### src/hdl/tsw_pkg.sv
package tsw_pkg;

    localparam int SEQ_W  = 16;
    localparam int LEN_W  = 12;
    localparam int TIME_W = 32;
    localparam int WIN_W  = 24;

    localparam logic [WIN_W-1:0] MAX24 = 24'hFFFFFF;

    // Register values after reset
    localparam logic [15:0] RST_INIT_CWND = 16'd1024;
    localparam logic [23:0] RST_INIT_SS   = 24'd15360;
    localparam logic [11:0] RST_MSS       = 12'd1024;
    localparam logic [15:0] RST_RTO       = 16'd500;
    localparam logic [15:0] RST_START_SEQ = 16'd0;

    // Configuration register indexes
    localparam logic [2:0] CFG_INIT_CWND = 3'd0;
    localparam logic [2:0] CFG_INIT_SS   = 3'd1;
    localparam logic [2:0] CFG_MSS       = 3'd2;
    localparam logic [2:0] CFG_RTO       = 3'd3;
    localparam logic [2:0] CFG_START_SEQ = 3'd4;

    typedef enum logic [1:0] {
        K_PUSH = 2'd0,
        K_ACK  = 2'd1,
        K_TICK = 2'd2,
        K_NONE = 2'd3
    } t_kind;

    typedef enum logic [2:0] {
        RK_SEND   = 3'd0,
        RK_RETX   = 3'd1,
        RK_REFUSE = 3'd2,
        RK_ACK    = 3'd3,
        RK_TICK   = 3'd4
    } t_rkind;

    typedef enum logic [1:0] {
        CC_SS = 2'd0,
        CC_DN = 2'd1,
        CC_FR = 2'd2,
        CC_CA = 2'd3
    } t_cc;

    typedef struct packed {
        logic             go;
        logic [WIN_W-1:0] num;
        logic [WIN_W-1:0] den;
    } t_div_req;

    typedef struct packed {
        logic             done;
        logic [WIN_W-1:0] quo;
    } t_div_rsp;

    function automatic logic [WIN_W-1:0] f_sat24(input logic [WIN_W:0] v);
        return v[WIN_W] ? MAX24 : v[WIN_W-1:0];
    endfunction

    // Reduces x modulo m by shifted compare and subtract; x below 128 * m.
    function automatic logic [16:0] f_mod_seq(input logic [16:0] x, input logic [16:0] m);
        logic [23:0] r;
        logic [23:0] mk;
        r = {7'd0, x};
        for (int k = 6; k >= 0; k--) begin
            mk = {7'd0, m} << k;
            if (r >= mk) begin
                r = r - mk;
            end
        end
        return r[16:0];
    endfunction

endpackage

### src/hdl/tcp_sender_window_congestion_core.sv
// A push gives its single result in the cycle after acceptance, and busy stays low.
// An ACK keeps the block busy for a pipelined window scan, then for a fast retransmit
// pass or the avoidance division when one is needed; a tick runs a detection scan and an
// emit scan of the window. Each final result appears in the cycle in which busy falls.
// Throughput is set by the one-read-port entry memory, one window entry per cycle per pass.
// Synchronous active-low reset loads the register defaults and clears all entry flags.
// Results are strobed for a single cycle; the receiver cannot stall them.
module tcp_sender_window_congestion_core #(
    parameter int WINDOW_ENTRIES = 16,
    parameter int SEQ_SPACE      = 65536
) (
    input  logic        i_clk,
    input  logic        i_rst_n,
    input  logic        start,
    output logic        busy,
    input  logic [1:0]  i_kind,
    input  logic [11:0] i_seg_len,
    input  logic [15:0] i_ack_num,
    input  logic [31:0] i_now_ms,
    input  logic        i_cfg_valid,
    output logic        o_cfg_ready,
    input  logic [2:0]  i_cfg_index,
    input  logic [23:0] i_cfg_data,
    output logic        o_res_valid,
    output logic [2:0]  o_result_kind,
    output logic [15:0] o_seq,
    output logic [11:0] o_len,
    output logic        o_is_dup,
    output logic [23:0] o_cwnd_out,
    output logic [23:0] o_ssthresh_out,
    output logic [1:0]  o_cc_state,
    output logic [4:0]  o_window_pkts,
    output logic [23:0] o_window_bytes,
    output logic        o_last
);

    import tsw_pkg::*;

    localparam int          IW   = $clog2(WINDOW_ENTRIES);
    localparam int          CW   = $clog2(WINDOW_ENTRIES + 1);
    localparam logic [16:0] SSP  = 17'(SEQ_SPACE);
    localparam logic [16:0] HALF = 17'(SEQ_SPACE / 2);

    typedef enum logic [9:0] {
        ST_IDLE   = 10'b00_0000_0001,
        ST_ASCAN  = 10'b00_0000_0010,
        ST_AFIN   = 10'b00_0000_0100,
        ST_FRSCAN = 10'b00_0000_1000,
        ST_FRHEAD = 10'b00_0001_0000,
        ST_DIV    = 10'b00_0010_0000,
        ST_TSCAN  = 10'b00_0100_0000,
        ST_TUPD   = 10'b00_1000_0000,
        ST_TEMIT  = 10'b01_0000_0000,
        ST_STAT   = 10'b10_0000_0000
    } t_st;

    // Ring slot of the k-th entry counted from the head.
    function automatic logic [IW-1:0] f_slot(input logic [IW-1:0] h, input logic [CW-1:0] k);
        logic [CW:0] s;
        s = (CW+1)'(h) + (CW+1)'(k);
        if (s >= (CW+1)'(WINDOW_ENTRIES)) begin
            s = s - (CW+1)'(WINDOW_ENTRIES);
        end
        return s[IW-1:0];
    endfunction

    // Forward distance from b to a in sequence space.
    function automatic logic [16:0] f_dist(input logic [15:0] a, input logic [15:0] b);
        logic [16:0] d;
        d = {1'b0, a} + SSP - {1'b0, b};
        if (d >= SSP) begin
            d = d - SSP;
        end
        return d;
    endfunction

    // Configuration
    logic [15:0] r_init_cwnd;
    logic [11:0] r_mss;
    logic [15:0] r_rto;

    // Window and congestion state
    t_st             r_st;
    logic [15:0]     r_next_seq;
    logic [IW-1:0]   r_head;
    logic [CW-1:0]   r_count;
    logic [23:0]     r_bytes;
    logic [23:0]     r_cwnd;
    logic [23:0]     r_ss;
    t_cc             r_cur;
    t_cc             r_prev;
    logic [1:0]      r_dupc;
    logic [WINDOW_ENTRIES-1:0] r_sent;
    logic [WINDOW_ENTRIES-1:0] r_acked;

    // Per-item working registers
    logic [15:0]     r_ack;
    logic [31:0]     r_now;
    logic            r_is_tick;
    logic            r_dup;
    logic            r_abort;
    logic            r_found;
    logic            r_pop;
    logic [CW-1:0]   r_npop;
    logic            r_timed;

    // Scan pipeline: address issue, then data in the following cycle
    logic [CW-1:0]   r_i;
    logic            r_pv;
    logic [IW-1:0]   r_ps;
    logic            r_pfirst;

    // Result registers
    logic            r_o_valid;
    logic [2:0]      r_o_kind;
    logic [15:0]     r_o_seq;
    logic [11:0]     r_o_len;
    logic            r_o_dup;
    logic            r_o_last;

    logic            w_scan;
    logic            w_issue;
    logic            w_scan_done;
    logic [IW-1:0]   w_slot_i;
    logic [IW-1:0]   w_tail;
    logic [15:0]     w_rd_seq;
    logic [11:0]     w_rd_len;
    logic [31:0]     w_rd_tim;
    logic [16:0]     w_end17;
    logic [15:0]     w_end;
    logic [16:0]     w_dist;
    logic            w_after;
    logic            w_before;
    logic            w_match;
    logic            w_acked_i;
    logic            w_ok;
    logic            w_tout;
    logic            w_fr_head;
    logic            w_fr_emit;
    logic            w_t_emit;
    logic            w_push_ok;
    logic [16:0]     w_nseq17;
    logic [16:0]     w_ack17;
    logic [16:0]     w_cfg_seq17;
    logic            w_dup;
    logic [CW:0]     w_head_sum;
    logic [IW-1:0]   w_head_new;
    logic [1:0]      w_dupc_inc;
    t_cc             w_restore;
    logic [23:0]     w_half;
    logic [23:0]     w_ss_new;
    logic [13:0]     w_mss3;
    logic [23:0]     w_ss_grow;
    logic [23:0]     w_mss_sq;
    logic            w_mem_dat_en;
    logic            w_mem_tim_en;
    logic [IW-1:0]   w_mem_addr;
    logic [31:0]     w_mem_tim;
    logic            w_emit;
    t_rkind          w_emit_kind;
    logic [15:0]     w_emit_seq;
    logic [11:0]     w_emit_len;
    logic            w_emit_dup;
    logic            w_emit_last;
    t_div_req        w_div_req;
    t_div_rsp        w_div_rsp;

    assign busy        = (r_st != ST_IDLE);
    assign o_cfg_ready = 1'b1;

    // ------------------------------------------------------------------
    // Scan pipeline. Every pass walks the window from the head, issuing one
    // memory read per cycle; the entry is evaluated when its data returns.
    // ------------------------------------------------------------------
    assign w_scan      = (r_st == ST_ASCAN) || (r_st == ST_FRSCAN) ||
                         (r_st == ST_TSCAN) || (r_st == ST_TEMIT);
    assign w_issue     = w_scan && (r_i != r_count);
    assign w_scan_done = w_scan && (r_i == r_count) && !r_pv;
    assign w_slot_i    = f_slot(r_head, r_i);
    assign w_tail      = f_slot(r_head, r_count);

    always_ff @(posedge i_clk) begin
        if (!i_rst_n) begin
            r_i  <= '0;
            r_pv <= 1'b0;
        end else if (!w_scan) begin
            r_i  <= '0;
            r_pv <= 1'b0;
        end else begin
            r_pv     <= w_issue;
            r_ps     <= w_slot_i;
            r_pfirst <= (r_i == '0);
            if (w_issue) begin
                r_i <= r_i + CW'(1);
            end
        end
    end

    // Per-entry evaluation on the returned data
    assign w_end17   = f_mod_seq({1'b0, w_rd_seq} + {5'd0, w_rd_len}, SSP);
    assign w_end     = w_end17[15:0];
    assign w_dist    = f_dist(w_end, r_ack);
    assign w_after   = (w_dist != '0) && (w_dist < HALF);
    assign w_before  = (w_dist != '0) && (w_dist >= HALF);
    assign w_match   = (w_end == r_ack) && !r_found;
    assign w_acked_i = r_acked[r_ps] || w_match;
    // The first entry decides whether the ACK can free anything at all.
    assign w_ok      = r_pfirst ? !w_after : !r_abort;
    assign w_tout    = (r_now - w_rd_tim) >= {16'd0, r_rto};
    // Fast retransmit: a head ending beyond the ACK is resent alone.
    assign w_fr_head = r_pfirst && w_after;
    assign w_fr_emit = !r_abort && (w_fr_head || (!r_acked[r_ps] && w_before));
    assign w_t_emit  = !r_acked[r_ps] && (!r_sent[r_ps] || w_tout);

    // Item-level arithmetic
    assign w_push_ok   = (r_bytes < r_cwnd) && (r_count < CW'(WINDOW_ENTRIES));
    assign w_nseq17    = f_mod_seq({1'b0, r_next_seq} + {5'd0, i_seg_len}, SSP);
    assign w_ack17     = f_mod_seq({1'b0, i_ack_num}, SSP);
    assign w_cfg_seq17 = f_mod_seq({1'b0, i_cfg_data[15:0]}, SSP);
    assign w_dup       = (r_npop == '0);
    assign w_head_sum  = (CW+1)'(r_head) + (CW+1)'(r_npop);
    assign w_head_new  = (w_head_sum >= (CW+1)'(WINDOW_ENTRIES)) ?
                         IW'(w_head_sum - (CW+1)'(WINDOW_ENTRIES)) : IW'(w_head_sum);
    assign w_dupc_inc  = r_dupc + 2'd1;
    assign w_restore   = (r_cur == CC_DN) ? r_prev : r_cur;
    assign w_half      = {1'b0, r_cwnd[23:1]};
    assign w_ss_new    = (w_half > {8'd0, r_init_cwnd}) ? w_half : {8'd0, r_init_cwnd};
    assign w_mss3      = {1'b0, r_mss, 1'b0} + {2'd0, r_mss};
    assign w_ss_grow   = f_sat24({1'b0, w_ss_new} + {11'd0, w_mss3});
    assign w_mss_sq    = {12'd0, r_mss} * {12'd0, r_mss};

    // The avoidance step divides mss squared by cwnd, with zero taken as one.
    assign w_div_req.go  = (r_st == ST_AFIN) && w_dup == 1'b0 && (w_restore == CC_CA);
    assign w_div_req.num = w_mss_sq;
    assign w_div_req.den = (r_cwnd == '0) ? 24'd1 : r_cwnd;

    // ------------------------------------------------------------------
    // Entry memory write port and result selection
    // ------------------------------------------------------------------
    always_comb begin
        w_mem_dat_en = 1'b0;
        w_mem_tim_en = 1'b0;
        w_mem_addr   = r_ps;
        w_mem_tim    = r_now;
        w_emit       = 1'b0;
        w_emit_kind  = RK_SEND;
        w_emit_seq   = '0;
        w_emit_len   = '0;
        w_emit_dup   = 1'b0;
        w_emit_last  = 1'b0;
        unique case (r_st)
            ST_IDLE: begin
                if (start && (i_kind == K_PUSH)) begin
                    w_emit      = 1'b1;
                    w_emit_last = 1'b1;
                    if (w_push_ok) begin
                        w_mem_dat_en = 1'b1;
                        w_mem_tim_en = 1'b1;
                        w_mem_addr   = w_tail;
                        w_mem_tim    = i_now_ms;
                        w_emit_kind  = RK_SEND;
                        w_emit_seq   = r_next_seq;
                        w_emit_len   = i_seg_len;
                    end else begin
                        w_emit_kind = RK_REFUSE;
                    end
                end
            end
            ST_FRSCAN: begin
                if (r_pv && w_fr_emit) begin
                    w_emit       = 1'b1;
                    w_emit_kind  = RK_RETX;
                    w_emit_seq   = w_rd_seq;
                    w_emit_len   = w_rd_len;
                    w_emit_dup   = 1'b1;
                    w_mem_tim_en = !w_fr_head;
                end
            end
            ST_FRHEAD: begin
                w_mem_tim_en = 1'b1;
                w_mem_addr   = r_head;
            end
            ST_TEMIT: begin
                if (r_pv && w_t_emit) begin
                    w_emit       = 1'b1;
                    w_emit_kind  = r_sent[r_ps] ? RK_RETX : RK_SEND;
                    w_emit_seq   = w_rd_seq;
                    w_emit_len   = w_rd_len;
                    w_mem_tim_en = 1'b1;
                end
            end
            ST_STAT: begin
                w_emit      = 1'b1;
                w_emit_kind = r_is_tick ? RK_TICK : RK_ACK;
                w_emit_dup  = r_dup;
                w_emit_last = 1'b1;
            end
            default: begin
            end
        endcase
    end

    // ------------------------------------------------------------------
    // Sequencer and state registers
    // ------------------------------------------------------------------
    always_ff @(posedge i_clk) begin
        if (!i_rst_n) begin
            r_st        <= ST_IDLE;
            r_init_cwnd <= RST_INIT_CWND;
            r_mss       <= RST_MSS;
            r_rto       <= RST_RTO;
            r_next_seq  <= RST_START_SEQ;
            r_head      <= '0;
            r_count     <= '0;
            r_bytes     <= '0;
            r_cwnd      <= {8'd0, RST_INIT_CWND};
            r_ss        <= RST_INIT_SS;
            r_cur       <= CC_SS;
            r_prev      <= CC_SS;
            r_dupc      <= '0;
            r_sent      <= '0;
            r_acked     <= '0;
            r_dup       <= 1'b0;
            r_is_tick   <= 1'b0;
        end else begin
            unique case (r_st)
                ST_IDLE: begin
                    if (start) begin
                        r_now   <= i_now_ms;
                        r_ack   <= w_ack17[15:0];
                        r_abort <= 1'b0;
                        r_found <= 1'b0;
                        r_pop   <= 1'b1;
                        r_npop  <= '0;
                        r_timed <= 1'b0;
                        unique case (i_kind)
                            K_PUSH: begin
                                if (w_push_ok) begin
                                    r_sent[w_tail]  <= 1'b1;
                                    r_acked[w_tail] <= 1'b0;
                                    r_next_seq      <= w_nseq17[15:0];
                                    r_count         <= r_count + CW'(1);
                                    r_bytes <= f_sat24({1'b0, r_bytes} + {13'd0, i_seg_len});
                                end
                            end
                            K_ACK: begin
                                r_is_tick <= 1'b0;
                                r_st      <= ST_ASCAN;
                            end
                            K_TICK: begin
                                r_is_tick <= 1'b1;
                                r_dup     <= 1'b0;
                                r_st      <= ST_TSCAN;
                            end
                            K_NONE: begin
                            end
                        endcase
                    end
                end
                ST_ASCAN: begin
                    // Mark the entry ending at the ACK and retire the acked prefix.
                    if (r_pv && w_ok) begin
                        if (w_match) begin
                            r_found <= 1'b1;
                        end
                        if (r_pop && w_acked_i) begin
                            r_bytes <= ({12'd0, w_rd_len} > r_bytes) ? '0 :
                                       r_bytes - {12'd0, w_rd_len};
                            r_sent[r_ps]  <= 1'b0;
                            r_acked[r_ps] <= 1'b0;
                            r_npop        <= r_npop + CW'(1);
                        end else begin
                            r_pop <= 1'b0;
                            if (w_match) begin
                                r_acked[r_ps] <= 1'b1;
                            end
                        end
                    end
                    if (r_pv && r_pfirst && w_after) begin
                        r_abort <= 1'b1;
                    end
                    if (w_scan_done) begin
                        r_st <= ST_AFIN;
                    end
                end
                ST_AFIN: begin
                    r_head  <= w_head_new;
                    r_count <= r_count - r_npop;
                    r_dup   <= w_dup;
                    r_abort <= 1'b0;
                    r_st    <= ST_STAT;
                    if (w_dup) begin
                        if (w_dupc_inc == 2'd3) begin
                            // Third duplicate in a row: fast retransmit.
                            r_cur  <= CC_FR;
                            r_dupc <= '0;
                            if (r_count != '0) begin
                                r_ss   <= w_ss_new;
                                r_cwnd <= w_ss_grow;
                                r_st   <= ST_FRSCAN;
                            end
                        end else begin
                            r_dupc <= w_dupc_inc;
                            if (r_cur != CC_DN) begin
                                r_prev <= r_cur;
                                r_cur  <= CC_DN;
                            end
                        end
                    end else begin
                        r_dupc <= '0;
                        unique case (w_restore)
                            CC_SS: begin
                                r_cwnd <= f_sat24({1'b0, r_cwnd} + {13'd0, r_mss});
                                r_cur  <= (f_sat24({1'b0, r_cwnd} + {13'd0, r_mss}) >= r_ss) ?
                                          CC_CA : CC_SS;
                            end
                            CC_FR: begin
                                r_cur <= CC_CA;
                            end
                            CC_CA: begin
                                r_cur <= CC_CA;
                                r_st  <= ST_DIV;
                            end
                            CC_DN: begin
                                r_cur <= CC_DN;
                            end
                        endcase
                    end
                end
                ST_FRSCAN: begin
                    if (r_pv && w_fr_emit) begin
                        if (w_fr_head) begin
                            r_abort <= 1'b1;
                        end else begin
                            r_sent[r_ps] <= 1'b1;
                        end
                    end
                    if (w_scan_done) begin
                        r_st <= ST_FRHEAD;
                    end
                end
                ST_FRHEAD: begin
                    r_st <= ST_STAT;
                end
                ST_DIV: begin
                    if (w_div_rsp.done) begin
                        r_cwnd <= f_sat24({1'b0, r_cwnd} + {1'b0, w_div_rsp.quo});
                        r_st   <= ST_STAT;
                    end
                end
                ST_TSCAN: begin
                    // First pass only finds out whether any entry timed out, so that
                    // every result of the tick carries the final window values.
                    if (r_pv && !r_acked[r_ps] && r_sent[r_ps] && w_tout) begin
                        r_timed <= 1'b1;
                    end
                    if (w_scan_done) begin
                        r_st <= ST_TUPD;
                    end
                end
                ST_TUPD: begin
                    if (r_timed) begin
                        r_ss   <= w_ss_new;
                        r_cwnd <= {8'd0, r_init_cwnd};
                        r_cur  <= CC_SS;
                    end
                    r_st <= ST_TEMIT;
                end
                ST_TEMIT: begin
                    if (r_pv && w_t_emit) begin
                        r_sent[r_ps] <= 1'b1;
                    end
                    if (w_scan_done) begin
                        r_st <= ST_STAT;
                    end
                end
                ST_STAT: begin
                    r_st <= ST_IDLE;
                end
                default: begin
                    r_st <= ST_IDLE;
                end
            endcase

            // Register writes; the initial-window write also seeds cwnd, and the threshold write sets ssthresh.
            if (i_cfg_valid) begin
                unique case (i_cfg_index)
                    CFG_INIT_CWND: begin
                        r_init_cwnd <= i_cfg_data[15:0];
                        r_cwnd      <= {8'd0, i_cfg_data[15:0]};
                    end
                    CFG_INIT_SS: begin
                        r_ss <= i_cfg_data;
                    end
                    CFG_MSS: begin
                        r_mss <= i_cfg_data[11:0];
                    end
                    CFG_RTO: begin
                        r_rto <= i_cfg_data[15:0];
                    end
                    CFG_START_SEQ: begin
                        r_next_seq <= w_cfg_seq17[15:0];
                    end
                    default: begin
                    end
                endcase
            end
        end
    end

    // Result registers: one strobed cycle per result.
    always_ff @(posedge i_clk) begin
        if (!i_rst_n) begin
            r_o_valid <= 1'b0;
        end else begin
            r_o_valid <= w_emit;
        end
        if (w_emit) begin
            r_o_kind <= w_emit_kind;
            r_o_seq  <= w_emit_seq;
            r_o_len  <= w_emit_len;
            r_o_dup  <= w_emit_dup;
            r_o_last <= w_emit_last;
        end
    end

    tsw_mem #(
        .DEPTH (WINDOW_ENTRIES)
    ) u_mem (
        .i_clk       (i_clk),
        .i_wr_dat_en (w_mem_dat_en),
        .i_wr_tim_en (w_mem_tim_en),
        .i_wr_addr   (w_mem_addr),
        .i_wr_seq    (r_next_seq),
        .i_wr_len    (i_seg_len),
        .i_wr_tim    (w_mem_tim),
        .i_rd_addr   (w_slot_i),
        .o_rd_seq    (w_rd_seq),
        .o_rd_len    (w_rd_len),
        .o_rd_tim    (w_rd_tim)
    );

    tsw_div u_div (
        .i_clk   (i_clk),
        .i_rst_n (i_rst_n),
        .i_req   (w_div_req),
        .o_rsp   (w_div_rsp)
    );

    // Window values are stable for the whole of an item's result train.
    assign o_res_valid    = r_o_valid;
    assign o_result_kind  = r_o_kind;
    assign o_seq          = r_o_seq;
    assign o_len          = r_o_len;
    assign o_is_dup       = r_o_dup;
    assign o_last         = r_o_last;
    assign o_cwnd_out     = r_cwnd;
    assign o_ssthresh_out = r_ss;
    assign o_cc_state     = r_cur;
    assign o_window_pkts  = 5'(r_count);
    assign o_window_bytes = r_bytes;

endmodule

### src/hdl/tsw_mem.sv
module tsw_mem #(
    parameter int DEPTH = 16
) (
    input  logic                     i_clk,
    input  logic                     i_wr_dat_en,
    input  logic                     i_wr_tim_en,
    input  logic [$clog2(DEPTH)-1:0] i_wr_addr,
    input  logic [15:0]              i_wr_seq,
    input  logic [11:0]              i_wr_len,
    input  logic [31:0]              i_wr_tim,
    input  logic [$clog2(DEPTH)-1:0] i_rd_addr,
    output logic [15:0]              o_rd_seq,
    output logic [11:0]              o_rd_len,
    output logic [31:0]              o_rd_tim
);

    logic [27:0] r_dat [DEPTH];
    logic [31:0] r_tim [DEPTH];

    always_ff @(posedge i_clk) begin
        if (i_wr_dat_en) begin
            r_dat[i_wr_addr] <= {i_wr_seq, i_wr_len};
        end
        if (i_wr_tim_en) begin
            r_tim[i_wr_addr] <= i_wr_tim;
        end
        {o_rd_seq, o_rd_len} <= r_dat[i_rd_addr];
        o_rd_tim             <= r_tim[i_rd_addr];
    end

endmodule

### src/hdl/tsw_div.sv
module tsw_div (
    input  logic               i_clk,
    input  logic               i_rst_n,
    input  tsw_pkg::t_div_req  i_req,
    output tsw_pkg::t_div_rsp  o_rsp
);

    import tsw_pkg::*;

    logic             r_busy;
    logic             r_done;
    logic [4:0]       r_cnt;
    logic [WIN_W-1:0] r_rem;
    logic [WIN_W-1:0] r_q;
    logic [WIN_W-1:0] r_den;
    logic [WIN_W:0]   w_sh;
    logic             w_ge;

    // One quotient bit per cycle, restoring form.
    assign w_sh = {r_rem, r_q[WIN_W-1]};
    assign w_ge = w_sh >= {1'b0, r_den};

    always_ff @(posedge i_clk) begin
        if (!i_rst_n) begin
            r_busy <= 1'b0;
            r_done <= 1'b0;
            r_cnt  <= '0;
        end else begin
            r_done <= 1'b0;
            if (i_req.go) begin
                r_busy <= 1'b1;
                r_cnt  <= 5'(WIN_W - 1);
                r_rem  <= '0;
                r_q    <= i_req.num;
                r_den  <= i_req.den;
            end else if (r_busy) begin
                r_rem <= w_ge ? WIN_W'(w_sh - {1'b0, r_den}) : w_sh[WIN_W-1:0];
                r_q   <= {r_q[WIN_W-2:0], w_ge};
                if (r_cnt == 5'd0) begin
                    r_busy <= 1'b0;
                    r_done <= 1'b1;
                end else begin
                    r_cnt <= r_cnt - 5'd1;
                end
            end
        end
    end

    assign o_rsp.done = r_done;
    assign o_rsp.quo  = r_q;

endmodule

### config.mk
export PLATFORM = sky130hd
export DESIGN_NAME = tcp_sender_window_congestion_core
export DESIGN_NICKNAME = d
export VERILOG_FILES = /design/src/hdl/tsw_pkg.sv /design/src/hdl/tcp_sender_window_congestion_core.sv /design/src/hdl/tsw_mem.sv /design/src/hdl/tsw_div.sv
export SDC_FILE = /design/constraint.sdc
export NUM_CORES = 2
export LEC_CHECK = 0
export ABC_AREA = 1
export BUFFER_PORTS_ARGS = -buffer_cell sky130_fd_sc_hd__buf_4
export CAP_MARGIN = 25
export CORE_MARGIN = 2
export CORE_UTILIZATION = 35
export CTS_BUF_LIST = sky130_fd_sc_hd__clkbuf_8
export CTS_CLUSTER_DIAMETER = 60
export DETAILED_ROUTE_END_ITERATION = 7
export GPL_ROUTABILITY_DRIVEN = 0
export PLACE_DENSITY = 0.6
export SYNTH_ARGS = -nofsm -noshare
export SYNTH_HDL_FRONTEND = slang
export SYNTH_SLANG_ARGS = --single-unit
### constraint.sdc
create_clock -name i_clk -period 12.6 [get_ports i_clk]
set_clock_uncertainty 0.2 [all_clocks]
set_input_delay 1.26 -clock i_clk [delete_from_list [all_inputs] [get_ports i_clk]]
set_output_delay 1.26 -clock i_clk [all_outputs]
set_load 0.005 [all_outputs]
Word level (Yosys, flattened, before mapping)
Memory sizes are Yosys's and may differ from the RTL's. A register that Yosys moved wholly into a read port is not among the register bits.
Cells that the tools add are included.

storage, ports and cells
  register bits = 372
  bits in latches = 0
  RAM bits = 960
  ROM bits = 0
  bits of input ports = 93
  output and inout port bits = 115
  memories = 2

memories
  memory       depth  bits a word  read ports  clocked after memory_dff  wr ports  RTL line       text
  u_mem.r_tim  16     32           1           1                         1         tsw_mem.sv:18  logic [31:0] r_tim [DEPTH];
  u_mem.r_dat  16     28           1           1                         1         tsw_mem.sv:17  logic [27:0] r_dat [DEPTH];

cells by class
  add/sub/neg operators = 27
  multipliers = 1
  divide/modulo/power cells = 0
  order comparisons = 19
  equal/unequal tests = 50
  shift-type cells = 0
  multiplexer cells = 162
  bitwise logic cells = 13
  reductions and logical operators = 81

operators with widths
  cell                   number
  $mux 24                28
  $mux 16                26
  $mux 10                10
  $mux 32                3
  $pmux 24 s2            2
  $pmux 10 s9            1
  $pmux 24 s3            1
  $pmux 16 s4            1
  $ge 17x17->1 const B   3
  $add 24x12->25         2
  $and 16x16->16         3
  $mux 12                4
  $or 16x16->16          3
  $pmux 16 s3            1
  $mux 5                 9
  $pmux 12 s3            1
  $mux 1                 35
  $add 16x12->17         2
  $ge 32x16->1           1
  $not 16->16            2
  $pmux 16 s2            1
  $sub 16x1->16 const B  2
  $sub 32x32->32         1
  $add 24x24->25         1
  other kinds (85)       210

Logic depth before layout (Yosys ltp)
  depth in word-level cells = 17
  gate-level depth with buffers = 35

Cells and area by module
From an unflattened synthesis, not the netlist that was laid out.

second synthesis, totals
  cell total of the unflattened synthesis = 9240
  area total of the unflattened synthesis = 78198.7 um2

modules (own cells, without submodules)
  module                             times used  cells each  area each (um2)  sequential area each (um2)
  tsw_mem                            1           3984        42376.9          30028.8
  tcp_sender_window_congestion_core  1           4564        30619.4          6816.5
  tsw_div                            1           692         5202.5           2302.2

Least setup slack after synthesis
No wires, ideal clock.

  path kind = register to register
  from = reg u_mem.o_rd_len[0] (read register of u_mem.r_dat)
  to = reg r_o_dup, in the netlist o_is_dup (enable)
  library setup time = 0.647 ns
  arrival = 4.918 ns
  data required time = 11.753 ns
  setup slack = 6.834 ns
  cell stages (with the launch flop) = 29
  clock period less this slack = 5.766 ns
  cell sequence = dfxtp_1 > ha_1 > inv_1 > fa_1 > o31ai_1 > a21o_1 > a21oi_1 > o21ai_0 > nand3_1 > nand2_1 > a21oi_1 > o21bai_1 > nand3_1 > xnor2_1 > ha_1 > inv_1 > nor3_1 > and2_1 > nand2_1 > nand2_1 > nand2_2 > nand2_2 > nand2_1 > nor2_1 > nand3_2 > nand3b_1 > nand2_1 > nand3_1 > nand4_1

on the way
  word-level cells in the longest chain between the ends = 15
  elaborated cells on any way between the ends = 21

ends and longest elaborated chain
  what                                                   RTL line                                                                            text
  start: declaration                                     tsw_mem.sv:13                                                                       output logic [11:0] o_rd_len,
  $add 16x12->17 *                                       tcp_sender_window_congestion_core.sv:200                                            assign w_end17 = f_mod_seq({1'b0, w_rd_seq} + {5'd0, w_rd_len}, SSP);
  $sub 16x1->16 / $ge 17x17->1 (equally long branches)   tsw_pkg.sv:69, tsw_pkg.sv:68
  $mux 16 *                                              tsw_pkg.sv:68                                                                       if (r >= mk) begin
  $add 16x17->17 *                                       tcp_sender_window_congestion_core.sv:70                                             d = {1'b0, a} + SSP - {1'b0, b};
  $sub 17x16->17 *                                       tcp_sender_window_congestion_core.sv:70
  $sub 17x17->17 / $ge 17x17->1 (equally long branches)  tcp_sender_window_congestion_core.sv:72, tcp_sender_window_congestion_core.sv:71
  $mux 17 *                                              tcp_sender_window_congestion_core.sv:71                                             if (d >= SSP) begin
  $lt 17x16->1 (tied with other cells)                   tcp_sender_window_congestion_core.sv:203                                            assign w_after = (w_dist != '0) && (w_dist < HALF);
  $logic_and 1x1->1, on equally long branches            tcp_sender_window_congestion_core.sv:203, tcp_sender_window_congestion_core.sv:204
  $logic_and 1x1->1, on equally long branches            tcp_sender_window_congestion_core.sv:211, tcp_sender_window_congestion_core.sv:212
  $logic_or 1x1->1 *                                     tcp_sender_window_congestion_core.sv:212                                            assign w_fr_emit = !r_abort && (w_fr_head || (!r_acked[r_ps] && w_before));
  $logic_and 1x1->1 *                                    tcp_sender_window_congestion_core.sv:212
  $logic_and 1x1->1 *                                    tcp_sender_window_congestion_core.sv:270                                            if (r_pv && w_fr_emit) begin
  $mux 1 *                                               tcp_sender_window_congestion_core.sv:270
  $pmux 1 s4 *                                           tcp_sender_window_congestion_core.sv:251                                            unique case (r_st)
  named net w_emit                                       tcp_sender_window_congestion_core.sv:159                                            logic w_emit;
  end signal: assignment                                 tcp_sender_window_congestion_core.sv:522                                            r_o_dup <= w_emit_dup;
  end: declaration                                       tcp_sender_window_congestion_core.sv:118                                            logic r_o_dup;

The timed path passes the listed nets; every way through them passes the cells marked *.
A chain may end at the register's enable or synchronous reset.

Worst setup path after layout
  from = reg u_mem.o_rd_len[0] (read register of u_mem.r_dat)
  to = mem u_mem.r_tim[13][27] (enable)

on the way
  word-level cells in the longest chain between the ends = 17
  elaborated cells on any way between the ends = 24

ends and longest elaborated chain
  what                                                   RTL line                                                                            text
  $add 16x12->17 *                                       tcp_sender_window_congestion_core.sv:200
  $sub 16x1->16 / $ge 17x17->1 (equally long branches)   tsw_pkg.sv:69, tsw_pkg.sv:68
  $mux 16 *                                              tsw_pkg.sv:68
  $add 16x17->17 *                                       tcp_sender_window_congestion_core.sv:70
  $sub 17x16->17 *                                       tcp_sender_window_congestion_core.sv:70
  $sub 17x17->17 / $ge 17x17->1 (equally long branches)  tcp_sender_window_congestion_core.sv:72, tcp_sender_window_congestion_core.sv:71
  $mux 17 *                                              tcp_sender_window_congestion_core.sv:71
  $lt 17x16->1 (tied with other cells)                   tcp_sender_window_congestion_core.sv:203
  $logic_and 1x1->1, on equally long branches            tcp_sender_window_congestion_core.sv:203, tcp_sender_window_congestion_core.sv:204
  $logic_and 1x1->1, on equally long branches            tcp_sender_window_congestion_core.sv:211, tcp_sender_window_congestion_core.sv:212
  $logic_or 1x1->1                                       tcp_sender_window_congestion_core.sv:212
  $logic_and 1x1->1                                      tcp_sender_window_congestion_core.sv:212
  $logic_and 1x1->1                                      tcp_sender_window_congestion_core.sv:270
  $mux 1 *                                               tcp_sender_window_congestion_core.sv:270
  $pmux 1 s4 *                                           tcp_sender_window_congestion_core.sv:251
  $mux 1 *                                               tsw_mem.sv:24                                                                       if (i_wr_tim_en) begin
  $mux 1 (implied by the code) *                         tsw_mem.sv:25                                                                       r_tim[i_wr_addr] <= i_wr_tim;
  end: declaration                                       tsw_mem.sv:18

Every way passes the cells marked *; elsewhere a longest branch is shown, timed or not.

==> run summary <==
Leaving out filler cells and counting taps, the final layout contains 10,910. Counting I/O delays and the setup requirement, the final critical path takes 6192 ps. Measured against its own limit, the worst slew margin works out to 27.95%.

Across all register-to-register paths, the minimum setup slack is 6410 ps. After clock tree synthesis, the repair step resized 0 gates. After layout, the design draws a total of 12.91 mW. Number of buffers added by the clock tree synthesis step: 225.

The run gives 4.387 mW as the switching power total. Setup repair after global routing left no endpoint under its margin. Largest fanout on the critical path: 32. For the worst setup path, the data required time is 12,980 ps. The run gives 3 as the number of buffers on the longest clock path. The synthesized netlist occupies a cell area of 74,400 sq um.

The die footprint was 216,300 sq um; the fraction of registers with async set/reset was 0%. The number of buffers inserted by port buffering came out at 206. After synthesis, the largest area contributor takes up 45.49% of total cell area. The routed wirelength normalized by instance count is 21.34 um. The measured slew at the worst slew-check pin was 1081 ps. The tools report the leakage power figure as 33.97 nW. Compared with the post-synthesis result, the final layout area differs by 12.27%. The logs give 8 for the initial antenna violation count and 31.3% for the clock network power share. The tools report the wire length after detailed routing as 232.8 mm. Combinational logic burns 25.5% of the power.

Cell repeated most along the worst path: nand2_1. The die span in x was 465.1 um; the fmax was 0.1615 GHz. The first global-routing pass estimated 345.9 mm of wire. Detailed routing inserted a total of 57,390 vias. The tools report the number of nets with antenna violations after detailed routing as 0. The logs give 6469 ps for the worst slack at placement and 78,810 sq um for the area of placed instances. After synthesis the netlist holds a flip-flop and latch count of 1,392. The global-route usage over all layers was 20.92%; the switching part of the total was 33.98%. Predominant post-synthesis flop cell: edfxtp_1. The clock-pin slew on the worst setup and hold paths is 70 ps, and the post-synthesis cell type count is 66. Global routing used 33.31% of the available met2 tracks. Dividing total power by cell area gives a power density of 154.6 nW/um^2. The DRC violation count after routing came out at 0.

The source-to-sink clock delay at the later pin of the worst-skew pair was 1010 ps; the number of clock sinks was 1,392. The setup-violating endpoint count in the final report is 0, and the number of placed I/O pins is 208. The number of global-route vias before repair came out at 55,320. The slowest stage of the critical path belongs to the cell inv_2.

Summing the sequential cell areas from Yosys gives 52.62% of the chip area. Cells with a size suffix above 1 make up 8.675% of the layout. The fraction of power consumed by sequential logic is 43.2%, and the starting utilization of the core area is 35.15%. For the final max-slew violation count, the log shows 0. The beginning of the critical path was u_mem.o_rd_len[0].

The internal cell power is 8.523 mW, and the vertical die dimension is 465.1 um. The delay contributed by the slowest stage of the critical path was 720 ps. In this run the most critical hold path is launched from u_div.r_busy. The run finished with clean final reports. The number of levels the H-tree was split into was 4; the max-cap violation count was 0.

Sorting the synthesized cells by area gives the leading types as edfxtp_1 (45%), dfxtp_1 (7.1%), nand2_1 (6.2%). For met3 alone, demand over resource in global routing was 4.152%. For this design, the CTS-stage hold fixing added 0 buffers.

The run gives 6408 ps as the post-layout worst setup margin. The worst setup path is of the flop to flop kind. The logs give 0 ps for the total negative setup slack and 5,903 for the count of routing violations after the opening detailed-route iteration.

Global routing consumed, on the met1 layer, 26.68% of the routing resources. The estimated wirelength of the detail-placed design is 158.0 mm, and the cell count after synthesis is 7,717. The post-synthesis net count was 8,258; the worst reg2reg path depth was 29.

The most frequent cell after synthesis is nand2_1. The tools report the worst supply voltage drop on vdd as 0.0001100 V. TritonCTS built the clock tree. A synthesized cell averages 9.641 sq um.

Worst min-delay path category: flop to flop. Along the worst hold path, the cell count comes to 2. At the worst endpoint, the arrival time is 6570 ps.

The number of setup buffers added after CTS is 0. STA classifies the critical path endpoint as a flop. In this run the standard cell core region covers 211,700 sq um.

Entering global routing, the biggest net connects 187 pins. The run gives 0 as the count of synthesis-stage warnings from yosys. For the total of fill cells in the finished design, the log shows 20,720. After detailed placement, the design holds a cell count of 10,480.

In the synthesized netlist, the cells that appear most often are nand2_1 (1,219), edfxtp_1 (1,127), inv_1 (1,064). For the hold violation count in the final report, the log shows 0. The number of nets in the final layout came out at 8,431. The cell sitting at the root of the clock tree is a clkbuf_8.

The final critical-path share of the clock period is 49.14%. The floorplan has 169 rows. In this run the most used layer during global routing was met2. Number of flops mapped to enable cells by yosys: 1,127. The residual overflow from global routing was 0.

The first detailed-routing pass took 6 iterations. The most area-hungry cell type in the Yosys netlist is edfxtp_1. After detailed routing, the number of vias per cell comes to 5.261. The launching point of the worst reg2reg path was u_mem.o_rd_len[0].

STA classifies the critical path startpoint as a flop. After routing the design area is 83,520 sq um.
stage by stage:
| stage | utilization, % | hold WS [ps] |
|---|---|---|
| finish | 39.46 | 241.9 |
| global route | 39.46 | 197.6 |
| CTS | 39.43 | 153.1 |
| detailed placement | 37.24 | 256.3 |
| global placement | 37.22 | 252.2 |
| floorplan | - | 235.3 |
registers in the layout, summed over array words and instances, names as in the netlist, 10 cells and up, named ones only:
register / count
o_window_bytes: 24
r_ack: 16
u_mem.o_rd_len: 12
u_mem.o_rd_seq: 16
r_sent: 16
r_next_seq: 16
o_len: 12
o_seq: 16
r_st: 10
u_mem.o_rd_tim: 32
u_mem.r_tim: 512
r_rto: 16
o_ssthresh_out: 24
u_div.r_den: 24
u_div.r_q: 24
u_mem.r_dat: 448
r_init_cwnd: 16
r_now: 32
r_mss: 12
u_div.r_rem: 24
o_cwnd_out: 24
per-layer routing:
layer / vias up / part of all wire, %
met1: 27510 / 41
met2: 2355 / 45
met3: 550 / 8.0
met5: - / 0
li1: 26970 / -
met4: 0 / 6.0
cells in the final DEF (no fill, tap or decap), types with 6 or more instances in the layout:
cell type,instances
a21oi_1,732
buf_4,275
bufinv_16,15
inv_2,28
dfxtp_1,265
inv_1,1117
a21o_1,14
or2_2,9
clkbuf_8,250
nor2_1,430
a21boi_0,7
o211ai_1,149
o22ai_1,54
nor3_1,71
nand4_1,71
a221oi_1,14
mux2i_1,240
xnor2_1,66
o31ai_1,7
nor4_1,11
edfxtp_1,1127
o21a_1,12
o21ai_1,8
nor3_2,17
nor3b_1,6
nand3b_1,7
a22oi_1,16
o21bai_1,18
o21ai_0,721
a211oi_1,12
o221ai_1,22
a31oi_1,85
nand3_1,248
nand2_2,16
clkinv_2,36
nand2_1,1218
ha_1,344
fa_1,102
clkinv_1,50
xor2_1,118
worst max-delay path: cells and delay by family (launching register included):
kind / cells / cell delay (ps)
compound gates: 6 / 1210
xor+xnor: 1 / 150
fa+ha+maj: 3 / 920
buf+inv: 3 / 860
flops: 1 / 380
simple gates: 16 / 2030
cell families (layout without fill, tap and decap cells):
logic type | after synthesis | in the layout | synth area share, %
AND/OR/NAND/NOR | 2136 | 2136 | 12.01
AO/OA/AOI/OAI | 1885 | 1885 | 13.96
buffers and inverters | 1429 | 1793 | 7.417
flip-flops | 1392 | 1392 | 52.62
adder cells (fa/ha/maj) | 448 | 448 | 8.574
multiplexers | 240 | 240 | 3.229
XOR/XNOR | 186 | 186 | 2.190
other | 1 | 6 | 0.005040
power groups by stage:
stage,clock (mW),sequential (mW),combinational [mW]
global placement,0,5.65,3.16
CTS,4.11,5.57,3.24
floorplan,0,5.51,2.33
global route,4.30,5.58,3.66
detailed placement,0,5.66,3.23
finish,4.04,5.57,3.30
final cells by class:
type / instances / area, sq um / share of cell area, %
flip-flops and latches: 1392 / 39150 / 46.87
multi-input cells: 4896 / 29890 / 35.78
inverters: 1092 / 4106 / 4.916
well taps: 2821 / 3530 / 4.226
clock buffers: 250 / 3441 / 4.120
repair buffers: 283 / 2207 / 2.643
clock inverters: 168 / 1194 / 1.429
diodes: 5 / 12.51 / 0.01498
path summary, 6_finish.rpt:
check / to
max: u_mem.r_tim[13][27]
min: u_div.r_done
max reg2reg: u_mem.r_tim[13][27]
min reg2reg: u_div.r_done
Note: power is estimated with default switching activity, not from simulation.
